--- config.mk ---
export PLATFORM = sky130hd
export DESIGN_NAME = abe_ctrl
export DESIGN_NICKNAME = d
export VERILOG_FILES = /design/src/hdl/abe_pkg.sv /design/src/hdl/abe_ctrl.sv
export SDC_FILE = /design/constraint.sdc
export NUM_CORES = 1
export LEC_CHECK = 0
export CAP_MARGIN = 15
export CORE_AREA = 2 2 39 41
export CTS_CLUSTER_SIZE = 25
export DETAILED_ROUTE_END_ITERATION = 10
export DIE_AREA = 0 0 41 43
export DONT_BUFFER_PORTS = 1
export SETUP_SLACK_MARGIN = 0.05
export SYNTH_ARGS = -nofsm -noshare
export SYNTH_HDL_FRONTEND = slang
export SYNTH_SLANG_ARGS = --single-unit
--- constraint.sdc ---
create_clock -name clk -period 3.4 [get_ports clk]
set_input_delay 0 -clock clk [delete_from_list [all_inputs] [get_ports clk]]
set_output_delay 0 -clock clk [all_outputs]
set_load 0.02 [all_outputs]
--- src/hdl/abe_pkg.sv ---
// Shared types and constants of the allocation bitmap engine.
// Request codes, controller states and the command/status bundles.
// No dependencies.
`default_nettype none

package abe_pkg;

    localparam int WORD_BITS = 64;
    localparam int OFF_W     = 6;
    localparam int POS_W     = 12;
    localparam int NB_W      = 13;
    localparam int REQ_W     = 3;

    localparam logic [NB_W-1:0] NUM_BITS_RESET = 13'd4096;

    typedef enum logic [REQ_W-1:0] {
        REQ_CLEAR_ALL = 3'd0,
        REQ_SET       = 3'd1,
        REQ_CLEAR     = 3'd2,
        REQ_TEST      = 3'd3,
        REQ_ALLOC     = 3'd4,
        REQ_FIND_FREE = 3'd5,
        REQ_FIND_SET  = 3'd6
    } req_t;

    typedef enum logic [2:0] {
        ST_INIT,
        ST_IDLE,
        ST_CLEAR,
        ST_READ,
        ST_MODIFY,
        ST_SCAN,
        ST_WRITE,
        ST_DONE
    } state_t;

    typedef struct packed {
        logic load;
        logic clr_step;
        logic bit_mod;
        logic scan;
        logic alloc_wr;
        logic out_load;
    } cmd_t;

    typedef struct packed {
        req_t req_in;
        logic in_oor;
        req_t req;
        logic clr_last;
        logic scan_done;
        logic scan_found;
        logic out_free;
    } sts_t;

endpackage

`default_nettype wire

--- src/hdl/abe_ctrl.sv ---
// Controller state machine of the allocation bitmap engine.
// Depends on abe_pkg; drives commands into abe_dp and reads its status.
`default_nettype none

module abe_ctrl
    import abe_pkg::*;
(
    input  wire logic clk,
    input  wire logic rst_n,
    input  wire logic s_tvalid,
    output logic      s_tready,
    input  wire sts_t sts,
    output cmd_t      cmd
);

    state_t state_reg;
    state_t state_next;
    logic   accept;

    assign s_tready = (state_reg == ST_IDLE);
    assign accept   = s_tvalid && s_tready;

    always_ff @(posedge clk or negedge rst_n)
    begin
        if (!rst_n)
        begin
            state_reg <= ST_INIT;
        end
        else
        begin
            state_reg <= state_next;
        end
    end

    always_comb
    begin
        state_next = state_reg;
        unique case (state_reg)
            ST_INIT:
            begin
                if (sts.clr_last)
                begin
                    state_next = ST_IDLE;
                end
            end
            ST_IDLE:
            begin
                if (accept)
                begin
                    case (sts.req_in) inside
                        REQ_CLEAR_ALL:
                            state_next = ST_CLEAR;
                        REQ_SET, REQ_CLEAR, REQ_TEST:
                            state_next = sts.in_oor ? ST_DONE : ST_READ;
                        REQ_ALLOC, REQ_FIND_FREE, REQ_FIND_SET:
                            state_next = ST_SCAN;
                        default:
                            state_next = ST_DONE;
                    endcase
                end
            end
            ST_CLEAR:
            begin
                if (sts.clr_last)
                begin
                    state_next = ST_DONE;
                end
            end
            ST_READ:
                state_next = ST_MODIFY;
            ST_MODIFY:
                state_next = ST_DONE;
            ST_SCAN:
            begin
                if (sts.scan_done)
                begin
                    state_next = (sts.scan_found && sts.req == REQ_ALLOC) ? ST_WRITE : ST_DONE;
                end
            end
            ST_WRITE:
                state_next = ST_DONE;
            ST_DONE:
            begin
                if (sts.out_free)
                begin
                    state_next = ST_IDLE;
                end
            end
            default:
                state_next = ST_INIT;
        endcase
    end

    always_comb
    begin
        cmd = '0;
        unique case (state_reg)
            ST_INIT, ST_CLEAR:
                cmd.clr_step = 1'b1;
            ST_IDLE:
                cmd.load = accept;
            ST_READ:
                cmd = '0;
            ST_MODIFY:
                cmd.bit_mod = 1'b1;
            ST_SCAN:
                cmd.scan = 1'b1;
            ST_WRITE:
                cmd.alloc_wr = 1'b1;
            ST_DONE:
                cmd.out_load = sts.out_free;
            default:
                cmd = '0;
        endcase
    end

endmodule

`default_nettype wire

==> impl_metrics.prom <==
# TYPE chip_impl_metric gauge
chip_impl_metric{name="pwr-share-seq",unit="%"} 32.9
chip_impl_metric{name="fp.dieW",unit="um"} 41
chip_impl_metric{name="largest_reg_flops",unit=""} 3
chip_impl_metric{name="design.final.nets",unit=""} 58
chip_impl_metric{name="powerDensity",unit="nW/um2"} 828
chip_impl_metric{name="clk_latency",unit="ns"} 0.24
chip_impl_metric{name="arrival",unit="ns"} 1.84
chip_impl_metric{name="drt-initial-drc-count",unit=""} 6
chip_impl_metric{name="drive_gt1_share",unit="%"} 23.3
chip_impl_metric{name="multiInputGateArea",unit="um2"} 206
chip_impl_metric{name="layoutNonFillerInstCount",unit=""} 59
chip_impl_metric{name="wire_length_of_the_first_global_routing_pass",unit="um"} 1370
chip_impl_metric{name="placedInstanceArea",unit="um2"} 305
chip_impl_metric{name="hold_viol",unit=""} 0
chip_impl_metric{name="dp_wirelength",unit="um"} 620
chip_impl_metric{name="drv_cap",unit=""} 0
chip_impl_metric{name="synth-seq-area-share",unit="%"} 24.3
chip_impl_metric{name="ys_seq_elements",unit=""} 3
chip_impl_metric{name="power.share.combinational",unit="%"} 47.1
chip_impl_metric{name="synthesis.nets",unit=""} 51
chip_impl_metric{name="dpl.cell_count",unit=""} 50
chip_impl_metric{name="worst_slew_pin_slew",unit="ns"} 0.617
chip_impl_info{name="most_frequent_cells_in_the_layout",value="nand2_1, dlygate4sd3_1, nor2_1, clkbuf_4, dfrtp_1"} 1
chip_impl_metric{name="p_sw",unit="mW"} 0.157
chip_impl_metric{name="leakage",unit="nW"} 0.155
chip_impl_metric{name="power_switching_share",unit="%"} 49.7
chip_impl_info{name="setup_repair_after_global_routing_missed_its_margin",value="false"} 1
chip_impl_metric{name="fin_setup_tns",unit="ns"} 0
chip_impl_metric{name="final_period_minus_worst_setup_slack",unit="ns"} 1.73
chip_impl_metric{name="synth.distinct_cells",unit=""} 26
chip_impl_metric{name="die_area",unit="um2"} 1760
chip_impl_metric{name="fin_crit_sh",unit="%"} 50.9
chip_impl_metric{name="worst_hold_path.num_cells",unit=""} 2
chip_impl_metric{name="placement_rows",unit=""} 14
chip_impl_metric{name="antenna-diode-count",unit=""} 0
chip_impl_metric{name="totalPowerFinal",unit="mW"} 0.316
chip_impl_metric{name="overall_via_count_from_detail_route",unit=""} 314
chip_impl_info{name="holdCritPathClass",value="in -> reg"} 1
chip_impl_metric{name="tritoncts.num_buffers",unit=""} 3
chip_impl_metric{name="intPower",unit="mW"} 0.159
chip_impl_metric{name="critical_path.max_fanout",unit=""} 16
chip_impl_metric{name="drv_slew",unit=""} 0
chip_impl_metric{name="drt-vias-per-instance",unit=""} 5.32
chip_impl_metric{name="cts-resized-gates",unit=""} 0
chip_impl_metric{name="skew",unit="ns"} 0.00450
chip_impl_metric{name="die_height",unit="um"} 43
chip_impl_metric{name="synthesis.area_per_instance",unit="um2"} 8.35
chip_impl_metric{name="io_pins",unit=""} 21
chip_impl_metric{name="antenna_found_initial",unit=""} 0
chip_impl_metric{name="gp_congestion",unit=""} 0.724
chip_impl_info{name="critical_path.endpoint_type",value="register"} 1
chip_impl_metric{name="design.core.area",unit="um2"} 1380
chip_impl_metric{name="post-route-drc-count",unit=""} 0
chip_impl_metric{name="totalWireLength",unit="um"} 835
chip_impl_metric{name="postSynthCellCount",unit=""} 37
chip_impl_metric{name="r2r.worst_path.cells",unit=""} 4
chip_impl_metric{name="place.port_buffers",unit=""} 0
chip_impl_metric{name="path_clk_slew",unit="ns"} 0.03
chip_impl_metric{name="grt_pass1_vias",unit=""} 310
chip_impl_metric{name="slew_headroom",unit="%"} 58.6
chip_impl_metric{name="setup_slack",unit="ns"} 1.67
chip_impl_metric{name="final_area",unit="um2"} 382
chip_impl_metric{name="grt_overflow",unit=""} 0
chip_impl_metric{name="dp_slack",unit="ns"} 1.99
chip_impl_metric{name="fill_cells",unit=""} 152
chip_impl_metric{name="grt_max_degree",unit=""} 17
chip_impl_metric{name="fmax",unit="GHz"} 0.578
chip_impl_metric{name="cts_htree_levels",unit=""} 1
chip_impl_metric{name="cp.required",unit="ns"} 3.51
chip_impl_metric{name="routed_wire_length_per_instance",unit="um"} 14.2
chip_impl_metric{name="power.ir.vdd_worst",unit="V"} 0.000326
chip_impl_metric{name="setup_viol_count_final",unit=""} 0
chip_impl_info{name="cts_tree",value="built"} 1
chip_impl_metric{name="floorplan.initialDensity",unit="%"} 22.3
chip_impl_metric{name="clkPwrFrac",unit="%"} 20.0
chip_impl_metric{name="dr.pass1.iters",unit=""} 3
chip_impl_info{name="start_kind",value="register"} 1
chip_impl_metric{name="final-seq-area",unit="um2"} 75.1
chip_impl_info{name="ctsRootBufferMaster",value="clkbuf_4"} 1
chip_impl_metric{name="globalRouteTotalUtil",unit="%"} 12.0
chip_impl_metric{name="synthesis.area",unit="um2"} 309
chip_impl_metric{name="yosys_warnings",unit=""} 0
chip_impl_info{name="timing_worst_setup_path_type",value="reg -> reg"} 1
chip_impl_info{name="run_status",value="finished clean"} 1
chip_impl_metric{name="post-cts-setup-buffers",unit=""} 0
chip_impl_metric{name="cts.sinks",unit=""} 3
chip_impl_metric{name="clock_tree.buffer_depth",unit=""} 2
chip_impl_metric{name="synthToLayoutAreaGrowth",unit="%"} 23.5
chip_impl_metric{name="final_antenna_net_count",unit=""} 0
metal layers:
metal | track usage (%) | wire (um) | vias to the layer above
met3 | 2.62 | 114 | 4
met4 | 14.0 | 29 | 0
li1 | - | - | 151
met5 | 0 | 0 | -
met2 | 13.1 | 346 | 21
met1 | 16.5 | 344 | 138
what timing repair did:
| item | in CTS | in global routing |
|---|---|---|
| hold endpoints to repair | 6 | 0 |
| endpoints found under the setup margin | 0 | 0 |
| hold buffers | 5 | 0 |
critical path, stage by stage (launching register included):
cell and delay, ns:
dfrtp_1 0.60, nand2_1 0.14, nor4_1 0.18, dlygate4sd3_1 0.60, o211ai_2 0.08
power groups by stage:
stage	clock network (mW)	registers (mW)	logic [mW]
global placement	0	0.103	0.144
detailed placement	0	0.105	0.144
finish	0.0631	0.104	0.149
CTS	0.0632	0.104	0.150
global route	0.0674	0.114	0.166
floorplan	0	0.0620	0.185
path summary, 6_finish.rpt:
check	from	end	slack, ns
worst max-delay path	state_reg[0]$_DFFE_PN0P_	state_reg[0]$_DFFE_PN0P_	1.67
min in group asynchronous	rst_n	state_reg[1]$_DFFE_PN0P_	0.02
max in group asynchronous	rst_n	state_reg[0]$_DFFE_PN0P_	3.22
worst min-delay path	sts[3]	state_reg[0]$_DFFE_PN0P_	0.004
worst max register to register	state_reg[0]$_DFFE_PN0P_	state_reg[0]$_DFFE_PN0P_	1.67
worst min register to register	state_reg[2]$_DFFE_PN0P_	state_reg[2]$_DFFE_PN0P_	0.74
layout make-up:
class                      count  share of cell area (%)
timing repair buffer           5                    13.1
clock buffer                   4                    6.89
multi-input combinational     30                    54.1
sequential                     3                    19.7
tap                           16                    5.25
inverter                       1                   0.984
cells by family (layout without fill, tap and decap cells):
kind of cell           after synthesis  after routing  share of synthesized area (%)
AO/OA/AOI/OAI                        9              9                           22.7
buffers and inverters                4             10                           8.90
flip-flops                           3              3                           24.3
AND/OR/NAND/NOR                     21             21                           44.1
synthesized netlist by cell type:
| cell type | number | share of area, % |
|---|---|---|
| a21oi_1 | 1 | 1.6 |
| a221o_1 | 1 | 3.2 |
| a32o_2 | 1 | 3.6 |
| and2_1 | 1 | 2.0 |
| and3_1 | 1 | 2.0 |
| buf_2 | 1 | 1.6 |
| buf_4 | 1 | 2.4 |
| buf_6 | 1 | 3.6 |
| dfrtp_1 | 3 | 24 |
| inv_2 | 1 | 1.2 |
| nand2_1 | 5 | 6.1 |
| nand2b_2 | 1 | 2.8 |
| nand3_1 | 2 | 3.2 |
| nand3b_1 | 1 | 2.4 |
| nand4_1 | 1 | 2.0 |
| nor2_1 | 4 | 4.9 |
| nor3_1 | 1 | 1.6 |
| nor3_2 | 1 | 3.2 |
| nor3b_2 | 1 | 4.0 |
| nor4_1 | 1 | 2.0 |
| nor4b_4 | 1 | 7.7 |
| o2111ai_1 | 1 | 2.8 |
| o211ai_2 | 1 | 4.0 |
| o21ai_0 | 1 | 1.6 |
| o21ai_1 | 2 | 3.2 |
| o31ai_1 | 1 | 2.4 |
per-stage QoR:
step	hold WS (ns)	util [%]
after floorplan	-0.296	-
after global placement	-0.296	22.1
after detailed placement	-0.296	22.1
after CTS	0.00358	27.6
after global routing	0.00905	27.6
final	0.00391	27.6
Note: power is estimated with default switching activity, not from simulation.
