`src/hdl/abe_pkg.sv`:
```
// Shared types and constants of the allocation bitmap engine.
// Request codes, controller states and the command/status bundles.
// No dependencies.
`default_nettype none

package abe_pkg;

    localparam int WORD_BITS = 64;
    localparam int OFF_W     = 6;
    localparam int POS_W     = 12;
    localparam int NB_W      = 13;
    localparam int REQ_W     = 3;

    localparam logic [NB_W-1:0] NUM_BITS_RESET = 13'd4096;

    typedef enum logic [REQ_W-1:0] {
        REQ_CLEAR_ALL = 3'd0,
        REQ_SET       = 3'd1,
        REQ_CLEAR     = 3'd2,
        REQ_TEST      = 3'd3,
        REQ_ALLOC     = 3'd4,
        REQ_FIND_FREE = 3'd5,
        REQ_FIND_SET  = 3'd6
    } req_t;

    typedef enum logic [2:0] {
        ST_INIT,
        ST_IDLE,
        ST_CLEAR,
        ST_READ,
        ST_MODIFY,
        ST_SCAN,
        ST_WRITE,
        ST_DONE
    } state_t;

    typedef struct packed {
        logic load;
        logic clr_step;
        logic bit_mod;
        logic scan;
        logic alloc_wr;
        logic out_load;
    } cmd_t;

    typedef struct packed {
        req_t req_in;
        logic in_oor;
        req_t req;
        logic clr_last;
        logic scan_done;
        logic scan_found;
        logic out_free;
    } sts_t;

endpackage

`default_nettype wire

```
`src/hdl/abe_ram.sv`:
```
// Generic simple dual-port RAM: one write port, one read port, registered read.
// No dependencies.
`default_nettype none

module abe_ram #(
    parameter int WIDTH = 64,
    parameter int DEPTH = 64,
    localparam int AW = (DEPTH > 1) ? $clog2(DEPTH) : 1
) (
    input  wire logic             clk,
    input  wire logic             we,
    input  wire logic [AW-1:0]    waddr,
    input  wire logic [WIDTH-1:0] wdata,
    input  wire logic [AW-1:0]    raddr,
    output logic      [WIDTH-1:0] rdata
);

    logic [WIDTH-1:0] mem_array [DEPTH];
    logic [WIDTH-1:0] rdata_reg;

    always_ff @(posedge clk)
    begin
        if (we)
        begin
            mem_array[waddr] <= wdata;
        end
        rdata_reg <= mem_array[raddr];
    end

    assign rdata = rdata_reg;

endmodule

`default_nettype wire

```
`src/hdl/abe_dp.sv`:
```
// Datapath of the allocation bitmap engine: bitmap RAM, scan pipeline,
// limit register and output word register. Depends on abe_pkg and abe_ram.
`default_nettype none

module abe_dp
    import abe_pkg::*;
#(
    parameter int MAX_BITS = 4096
) (
    input  wire logic              clk,
    input  wire logic              rst_n,
    input  wire logic [REQ_W-1:0]  req_in,
    input  wire logic [POS_W-1:0]  pos_in,
    input  wire logic              cfg_wen,
    input  wire logic [NB_W-1:0]   cfg_wdata,
    output logic                   m_tvalid,
    input  wire logic              m_tready,
    output logic [15:0]            m_tdata,
    input  wire cmd_t              cmd,
    output sts_t                   sts
);

    localparam int NUM_WORDS = (MAX_BITS + WORD_BITS - 1) / WORD_BITS;
    localparam int AW        = (NUM_WORDS > 1) ? $clog2(NUM_WORDS) : 1;
    localparam int LW        = ($clog2(MAX_BITS + 1) > NB_W) ? $clog2(MAX_BITS + 1) : NB_W;
    localparam int WCW       = LW - OFF_W + 1;
    localparam int IW        = WCW + OFF_W;

    function automatic logic [OFF_W-1:0] first_set(input logic [WORD_BITS-1:0] v);
        logic [OFF_W-1:0] r;
        r = '0;
        for (int i = WORD_BITS - 1; i >= 0; i--)
        begin
            if (v[i])
            begin
                r = OFF_W'(i);
            end
        end
        return r;
    endfunction

    logic [NB_W-1:0]      num_bits_reg;
    logic [LW-1:0]        lim_now;
    logic                 in_oor;
    req_t                 req_in_t;

    req_t                 req_reg,   req_next;
    logic [POS_W-1:0]     pos_reg,   pos_next;
    logic [LW-1:0]        lim_reg,   lim_next;
    logic [WCW-1:0]       rd_w_reg,  rd_w_next;
    logic [WCW-1:0]       chk_w_reg, chk_w_next;
    logic                 chk_vld_reg, chk_vld_next;
    logic [OFF_W-1:0]     off_reg,   off_next;
    logic                 hit_reg,   hit_next;
    logic [POS_W-1:0]     found_reg, found_next;
    logic                 rerr_reg,  rerr_next;
    logic [WORD_BITS-1:0] wdata_reg, wdata_next;
    logic                 m_tvalid_reg, m_tvalid_next;
    logic                 o_hit_reg,  o_hit_next;
    logic [POS_W-1:0]     o_found_reg, o_found_next;
    logic                 o_rerr_reg, o_rerr_next;

    logic                 ram_we;
    logic [AW-1:0]        ram_waddr;
    logic [WORD_BITS-1:0] ram_wdata;
    logic [WORD_BITS-1:0] ram_rdata;

    logic                 want;
    logic                 rd_ok;
    logic [WORD_BITS-1:0] target;
    logic [WORD_BITS-1:0] masked;
    logic [WORD_BITS-1:0] low_bit;
    logic [IW-1:0]        idx;
    logic                 in_lim;
    logic                 word_hit;
    logic                 scan_done;
    logic [WORD_BITS-1:0] bit_mask;

    assign req_in_t = req_t'(req_in);
    assign lim_now  = (LW'(num_bits_reg) > LW'(MAX_BITS)) ? LW'(MAX_BITS) : LW'(num_bits_reg);
    assign in_oor   = LW'(pos_in) >= lim_now;

    assign want     = (req_reg == REQ_FIND_SET);
    assign rd_ok    = (rd_w_reg < WCW'(NUM_WORDS)) && ({rd_w_reg, {OFF_W{1'b0}}} < IW'(lim_reg));
    assign target   = want ? ram_rdata : ~ram_rdata;
    assign masked   = target & ({WORD_BITS{1'b1}} << off_reg);
    assign low_bit  = masked & (~masked + {{(WORD_BITS-1){1'b0}}, 1'b1});
    assign idx      = {chk_w_reg, first_set(masked)};
    assign in_lim   = idx < IW'(lim_reg);
    assign word_hit = chk_vld_reg && (masked != '0);
    assign scan_done = word_hit || (!chk_vld_reg && !rd_ok);
    assign bit_mask = {{(WORD_BITS-1){1'b0}}, 1'b1} << pos_reg[OFF_W-1:0];

    assign sts.req_in     = req_in_t;
    assign sts.in_oor     = in_oor;
    assign sts.req        = req_reg;
    assign sts.clr_last   = (rd_w_reg == WCW'(NUM_WORDS - 1));
    assign sts.scan_done  = scan_done;
    assign sts.scan_found = word_hit && in_lim;
    assign sts.out_free   = !m_tvalid_reg || m_tready;

    always_comb
    begin
        req_next      = req_reg;
        pos_next      = pos_reg;
        lim_next      = lim_reg;
        rd_w_next     = rd_w_reg;
        chk_w_next    = chk_w_reg;
        chk_vld_next  = chk_vld_reg;
        off_next      = off_reg;
        hit_next      = hit_reg;
        found_next    = found_reg;
        rerr_next     = rerr_reg;
        wdata_next    = wdata_reg;
        m_tvalid_next = m_tvalid_reg;
        o_hit_next    = o_hit_reg;
        o_found_next  = o_found_reg;
        o_rerr_next   = o_rerr_reg;
        ram_we        = 1'b0;
        ram_waddr     = rd_w_reg[AW-1:0];
        ram_wdata     = '0;

        if (cmd.load)
        begin
            req_next     = req_in_t;
            pos_next     = pos_in;
            lim_next     = lim_now;
            chk_vld_next = 1'b0;
            hit_next     = 1'b1;
            found_next   = '0;
            rerr_next    = 1'b0;
            case (req_in_t) inside
                REQ_SET, REQ_CLEAR, REQ_TEST:
                begin
                    if (in_oor)
                    begin
                        rerr_next = 1'b1;
                        hit_next  = (req_in_t != REQ_TEST);
                    end
                end
                default:
                    rerr_next = 1'b0;
            endcase
            case (req_in_t) inside
                REQ_CLEAR_ALL, REQ_ALLOC:
                    rd_w_next = '0;
                default:
                    rd_w_next = WCW'(pos_in[POS_W-1:OFF_W]);
            endcase
            case (req_in_t) inside
                REQ_FIND_FREE, REQ_FIND_SET:
                    off_next = pos_in[OFF_W-1:0];
                default:
                    off_next = '0;
            endcase
        end

        if (cmd.clr_step)
        begin
            ram_we    = 1'b1;
            ram_wdata = '0;
            rd_w_next = rd_w_reg + 1'b1;
        end

        if (cmd.bit_mod)
        begin
            case (req_reg)
                REQ_SET:
                begin
                    ram_we    = 1'b1;
                    ram_wdata = ram_rdata | bit_mask;
                end
                REQ_CLEAR:
                begin
                    ram_we    = 1'b1;
                    ram_wdata = ram_rdata & ~bit_mask;
                end
                default:
                    hit_next = ram_rdata[pos_reg[OFF_W-1:0]];
            endcase
        end

        if (cmd.scan)
        begin
            if (word_hit)
            begin
                hit_next   = in_lim;
                found_next = in_lim ? idx[POS_W-1:0] : '0;
                wdata_next = ram_rdata | low_bit;
            end
            else if (scan_done)
            begin
                hit_next = 1'b0;
            end
            if (rd_ok)
            begin
                rd_w_next = rd_w_reg + 1'b1;
            end
            chk_vld_next = rd_ok && !word_hit;
            if (!word_hit)
            begin
                chk_w_next = rd_w_reg;
            end
            if (chk_vld_reg)
            begin
                off_next = '0;
            end
        end

        if (cmd.alloc_wr)
        begin
            ram_we    = 1'b1;
            ram_waddr = chk_w_reg[AW-1:0];
            ram_wdata = wdata_reg;
        end

        if (m_tvalid_reg && m_tready)
        begin
            m_tvalid_next = 1'b0;
        end
        if (cmd.out_load)
        begin
            m_tvalid_next = 1'b1;
            o_hit_next    = hit_reg;
            o_found_next  = found_reg;
            o_rerr_next   = rerr_reg;
        end
    end

    always_ff @(posedge clk or negedge rst_n)
    begin
        if (!rst_n)
        begin
            num_bits_reg <= NUM_BITS_RESET;
            rd_w_reg     <= '0;
            chk_vld_reg  <= 1'b0;
            m_tvalid_reg <= 1'b0;
        end
        else
        begin
            if (cfg_wen)
            begin
                num_bits_reg <= cfg_wdata;
            end
            rd_w_reg     <= rd_w_next;
            chk_vld_reg  <= chk_vld_next;
            m_tvalid_reg <= m_tvalid_next;
        end
    end

    always_ff @(posedge clk)
    begin
        req_reg     <= req_next;
        pos_reg     <= pos_next;
        lim_reg     <= lim_next;
        chk_w_reg   <= chk_w_next;
        off_reg     <= off_next;
        hit_reg     <= hit_next;
        found_reg   <= found_next;
        rerr_reg    <= rerr_next;
        wdata_reg   <= wdata_next;
        o_hit_reg   <= o_hit_next;
        o_found_reg <= o_found_next;
        o_rerr_reg  <= o_rerr_next;
    end

    abe_ram #(
        .WIDTH (WORD_BITS),
        .DEPTH (NUM_WORDS)
    ) u_ram (
        .clk   (clk),
        .we    (ram_we),
        .waddr (ram_waddr),
        .wdata (ram_wdata),
        .raddr (rd_w_reg[AW-1:0]),
        .rdata (ram_rdata)
    );

    assign m_tvalid = m_tvalid_reg;
    assign m_tdata  = {2'b00, o_rerr_reg, o_found_reg, o_hit_reg};

    a_no_overwrite: assert property (@(posedge clk) disable iff (!rst_n)
        cmd.out_load |-> (!m_tvalid_reg || m_tready))
        else $error("result word loaded over a pending one");

    a_load_flushes_scan: assert property (@(posedge clk) disable iff (!rst_n)
        cmd.load |=> !chk_vld_reg)
        else $error("scan pipeline not flushed on new request");

    a_found_implies_hit: assert property (@(posedge clk) disable iff (!rst_n)
        (m_tvalid_reg && o_found_reg != '0) |-> o_hit_reg)
        else $error("nonzero position reported without hit");

    a_rerr_no_position: assert property (@(posedge clk) disable iff (!rst_n)
        (m_tvalid_reg && o_rerr_reg) |-> (o_found_reg == '0))
        else $error("range error reported with a position");

endmodule

`default_nettype wire

```
`config.mk`:
```
export PLATFORM = sky130hd
export DESIGN_NAME = abe_dp
export DESIGN_NICKNAME = d
export VERILOG_FILES = /design/src/hdl/abe_pkg.sv /design/src/hdl/abe_ram.sv /design/src/hdl/abe_dp.sv
export SDC_FILE = /design/constraint.sdc
export NUM_CORES = 2
export LEC_CHECK = 0
export BUFFER_PORTS_ARGS = -buffer_cell sky130_fd_sc_hd__buf_2
export CELL_PAD_IN_SITES_DETAIL_PLACEMENT = 1
export CELL_PAD_IN_SITES_GLOBAL_PLACEMENT = 2
export CORE_UTILIZATION = 44
export DETAILED_ROUTE_END_ITERATION = 7
export GPL_ROUTABILITY_DRIVEN = 0
export HOLD_SLACK_MARGIN = 0.08
export PLACE_DENSITY = 0.72
export SLEW_MARGIN = 20
export SYNTH_ARGS = -nofsm -noshare
export SYNTH_HDL_FRONTEND = slang
export SYNTH_SLANG_ARGS = --single-unit
```
`constraint.sdc`:
```
create_clock -name clk -period 5.2 [get_ports clk]
set_clock_uncertainty 0.1 [all_clocks]
set_input_delay 0.26 -clock clk [delete_from_list [all_inputs] [get_ports clk]]
set_output_delay 0.26 -clock clk [all_outputs]
set_load 0.02 [all_outputs]
```
==> flow_summary.yaml <==
critical_path:
  slowest_delay_ns: 0.54
  crit_top_cell: "buf_4"
  path_cells: "and3b_4 -> buf_4 -> mux2i_1 -> a211o_1 -> a21bo_4 -> or4b_4 -> buf_4 -> o21a_2 -> ha_4 -> o21ai_1 -> nand2b_1 -> or3b_4 -> o31a_1 -> nor2b_1 -> buf_4 -> buf_6"
  criticalPathCategory: "flop to output pin"
  start_kind: "flop"
  worstPathRequired_ns: 4.84
  cp.arrival_ns: 5.26
  ff2ff_path_depth: 15
  critical_path.top_delay_family: "simple AND/OR/NAND/NOR gates"
  r2r-end: "found_reg[0]$_DFF_P_"
  ff2ff_setup_slack_ns: 0.75
  endpoint_kind: "output pin"
  critPathBufInv: 4
  slowest_stage: "or4b_4"
  path_max_fanout: 5
  reg2reg_from: "req_reg[0]$_DFFE_PP_"
final_layout:
  fillerInstances: 33000
  area_growth_syn_to_layout_pct: 15.5
  utilization: 0.511
  multi_input_area_um2: 39800
  layout-drive-gt1-share: 0.327
  final-seq-area_um2: 129000
  largest_reg_flops: 4096
  nets: 8124
synth:
  syn_inst: 7475
  synth_top_family_by_area: "multiplexers"
  synth.top_cells.by_count: "edfxtp_1 (4205), mux4_2 (1365), clkbuf_1 (282)"
  yosys.area_share.simple: 0.0202
  synth_top_area_frac: 0.746
  synthFlopType: "edfxtp_1"
  synth-seq-cells: 4311
  synth_compound_area_frac: 0.0202
  synthTopCellsByArea: "edfxtp_1 (75%), mux4_2 (18%), dfxtp_1 (0.98%)"
  synth_area_um2: 169000
  yosysSeqAreaShare: 0.760
  synth_area_leader_cell: "edfxtp_1"
  ys_async_sr_fraction: 0.00534
  synth-adder-area-share: 0.00237
  synth-edff-count: 4205
  yosys.cell_types.count: 95
  ys_warn_count: 0
  synthXorXnorAreaFrac: 0.00259
  synthMuxAreaShare: 0.183
  syn-mean-instance-area_um2: 22.6
  synth_most_common_cell: "edfxtp_1"
grt:
  grt_max_degree: 143
  grtUsageMet1: 0.373
  grt_pass1_vias: 87500
  track_usage: 0.267
  met2_usage: 0.427
  top_usage_layer: "met2"
  grt_pass1_wl_um: 718000
  grt-ovfl-total: 0
  grt_use_met3: 0.0416
  grt_antenna_before_repair: 29
pwr:
  finalPower_mw: 105
  p_int_mw: 73.0
  p_leak_nw: 62.0
  vdd_drop_max_uv: 438
  power_frac_seq: 0.404
  p_clk_frac: 0.298
  swShare: 0.306
  combPwrFrac: 0.298
  power.density_nw_per_um2: 538
  p_sw_mw: 32.2
clocking:
  numCtsBuffers: 430
  clkTransAtPathRegs_ns: 0.06
  cts_tree: "yes"
  numClockSinks: 4311
  cts_buffer_depth: 4
  h-tree-depth: 5
  clock_latency_ns: 1.01
  cts_root_buffer: "clkbuf_16"
floorplan:
  core_area_um2: 383000
  die_y_um: 622
  start_util: 0.442
  die-area_um2: 387000
  io_pins: 66
  rows: 227
  die_w_um: 622
detailed_routing:
  wl_um: 524000
  vias: 86700
  drc_errors: 0
  wl_per_cell_um: 38.9
  vias_per_cell: 6.44
  firstDrtPassIters: 5
  antenna_left: 0
  drtIter0Drc: 11800
status:
  failed_checks: "setup timing"
  status: "complete, but fails checks"
sta:
  rsz0062_at_grt: "yes"
  setup_viol: 1
  worst_pin_slew_ns: 1.15
  fin_crit_ns: 5.62
  finalHoldViolCount: 0
  slew_viol_final: 0
  fin_ws_ns: -0.418
  fmax_mhz: 178
  fin_crit_sh: 1.08
  slew_headroom: 0.229
worst_hold_path:
  hold_start: "pos_in[0]"
  hold_path_depth: 2
  hp-class: "input port to flop"
  whs_endpoint: "pos_reg[0]$_DFFE_PP_"
placement:
  hpwl_um: 287000
  io_buffer_count: 63
job:
  cap_viol_max_count: 0
[layout by cell type, fill, tap and decap left out, types with 13 or more instances in the layout]
master | synthesis | final
nor3_1 | 28 | 23
buf_12 | 0 | 153
clkinv_2 | 0 | 83
a21o_1 | 25 | 25
inv_1 | 59 | 56
buf_4 | 19 | 281
and3_1 | 16 | 13
clkinv_1 | 0 | 99
o21ai_1 | 13 | 18
buf_2 | 31 | 61
dfrtp_1 | 22 | 18
mux4_2 | 1365 | 1365
nor2_4 | 0 | 67
clkbuf_8 | 0 | 16
a41o_1 | 16 | 16
nor2_1 | 259 | 191
bufinv_16 | 0 | 46
o21ai_0 | 52 | 47
a31o_2 | 26 | 26
dlygate4sd3_1 | 0 | 80
dfxtp_1 | 83 | 79
clkbuf_16 | 0 | 434
a211oi_1 | 18 | 16
nand2_1 | 255 | 220
nand2b_1 | 33 | 31
clkbuf_1 | 282 | 75
xnor2_1 | 45 | 41
nand2_2 | 1 | 26
nand3_1 | 49 | 47
edfxtp_1 | 4205 | 4205
a31oi_1 | 18 | 13
ha_1 | 32 | 27
mux2_2 | 14 | 14
a21oi_1 | 48 | 45
clkinvlp_4 | 0 | 13
o221ai_1 | 73 | 72
nor2b_1 | 17 | 16
[power by group through the flow]
stage | registers (mW) | logic [mW] | clock network [mW]
2_1_floorplan | 42.5 | 20.0 | 0
3_3_place_gp | 43.0 | 30.7 | 0
3_5_place_dp | 43.1 | 30.9 | 0
4_1_cts | 42.4 | 31.4 | 31.7
5_1_grt | 42.6 | 32.5 | 32.8
6_report | 42.5 | 31.3 | 31.4
[routing by layer]
metal  up-vias  wire, um
met1     47800    207000
met5         -       115
met4        18     23000
li1      33100         -
met2      4828    250000
met3       938     44100
[how the worst max path moves through the flow]
stage	startpoint	endpoint	cells after the start
2_1_floorplan	rd_w_reg[0]$_DFF_PN0_	u_ram.mem_array[15][0]$_DFFE_PP_	8
3_3_place_gp	req_reg[0]$_DFFE_PP_	sts[1]	18
3_5_place_dp	off_reg[5]$_DFF_P_	sts[1]	17
4_1_cts	req_reg[0]$_DFFE_PP_	sts[1]	18
5_1_grt	req_reg[0]$_DFFE_PP_	sts[1]	23
6_report	req_reg[0]$_DFFE_PP_	sts[1]	16
[final cells by class]
class,instances,area share
clock buffers,525,0.0581
repair buffers,589,0.0331
inverters,59,0.00123
multi-input cells,2663,0.203
clock inverters,270,0.0143
flip-flops and latches,4311,0.657
diodes,5,0.0000640
well taps,5038,0.0322
[cell families after synthesis]
group / after synthesis
DFF: 4311
muxes: 1388
and+or+nand+nor: 750
buffers and inverters: 502
AOI/OAI and AO/OA: 441
xor gates and xnor gates: 50
adders and majority gates: 32
other: 1
[worst reg2reg max path, delay by kind of cell, from the launching register on]
kind | cells | cell delay, ns
simple gates | 4 | 1.43
mux | 1 | 0.24
compound gates | 6 | 1.34
fa+ha+maj | 1 | 0.25
buf+inv | 3 | 0.57
flops | 1 | 0.43
[per-stage QoR]
stage | setup slack [ns] | setup TNS [ns] | hold WS, ns | instance area [um^2] | cells
2_1_floorplan | -0.146 | -106.20 | -0.136 | 169000 | 7476
3_3_place_gp | 0.0677 | 0 | 0.287 | 179000 | 12500
3_5_place_dp | 0.189 | 0 | 0.300 | 179000 | 12500
4_1_cts | -0.452 | -0.452 | 0.0852 | 195000 | 13400
5_1_grt | -0.625 | -0.625 | 0.109 | 195000 | 13500
6_report | -0.418 | -0.418 | 0.149 | 195000 | 13500
[repair_timing]
| action | CTS | global route |
|---|---|---|
| hold buffers | 81 | 0 |
| endpoints found under the setup margin | 1 | 1 |
| pin swaps | 20 | 36 |
| gates cloned | 3 | 0 |
| gates resized for setup | 69 | 48 |
| buffers inserted | 28 | 23 |
| endpoints found under the hold margin | 120 | 0 |
Note: power is estimated with default switching activity, not from simulation.
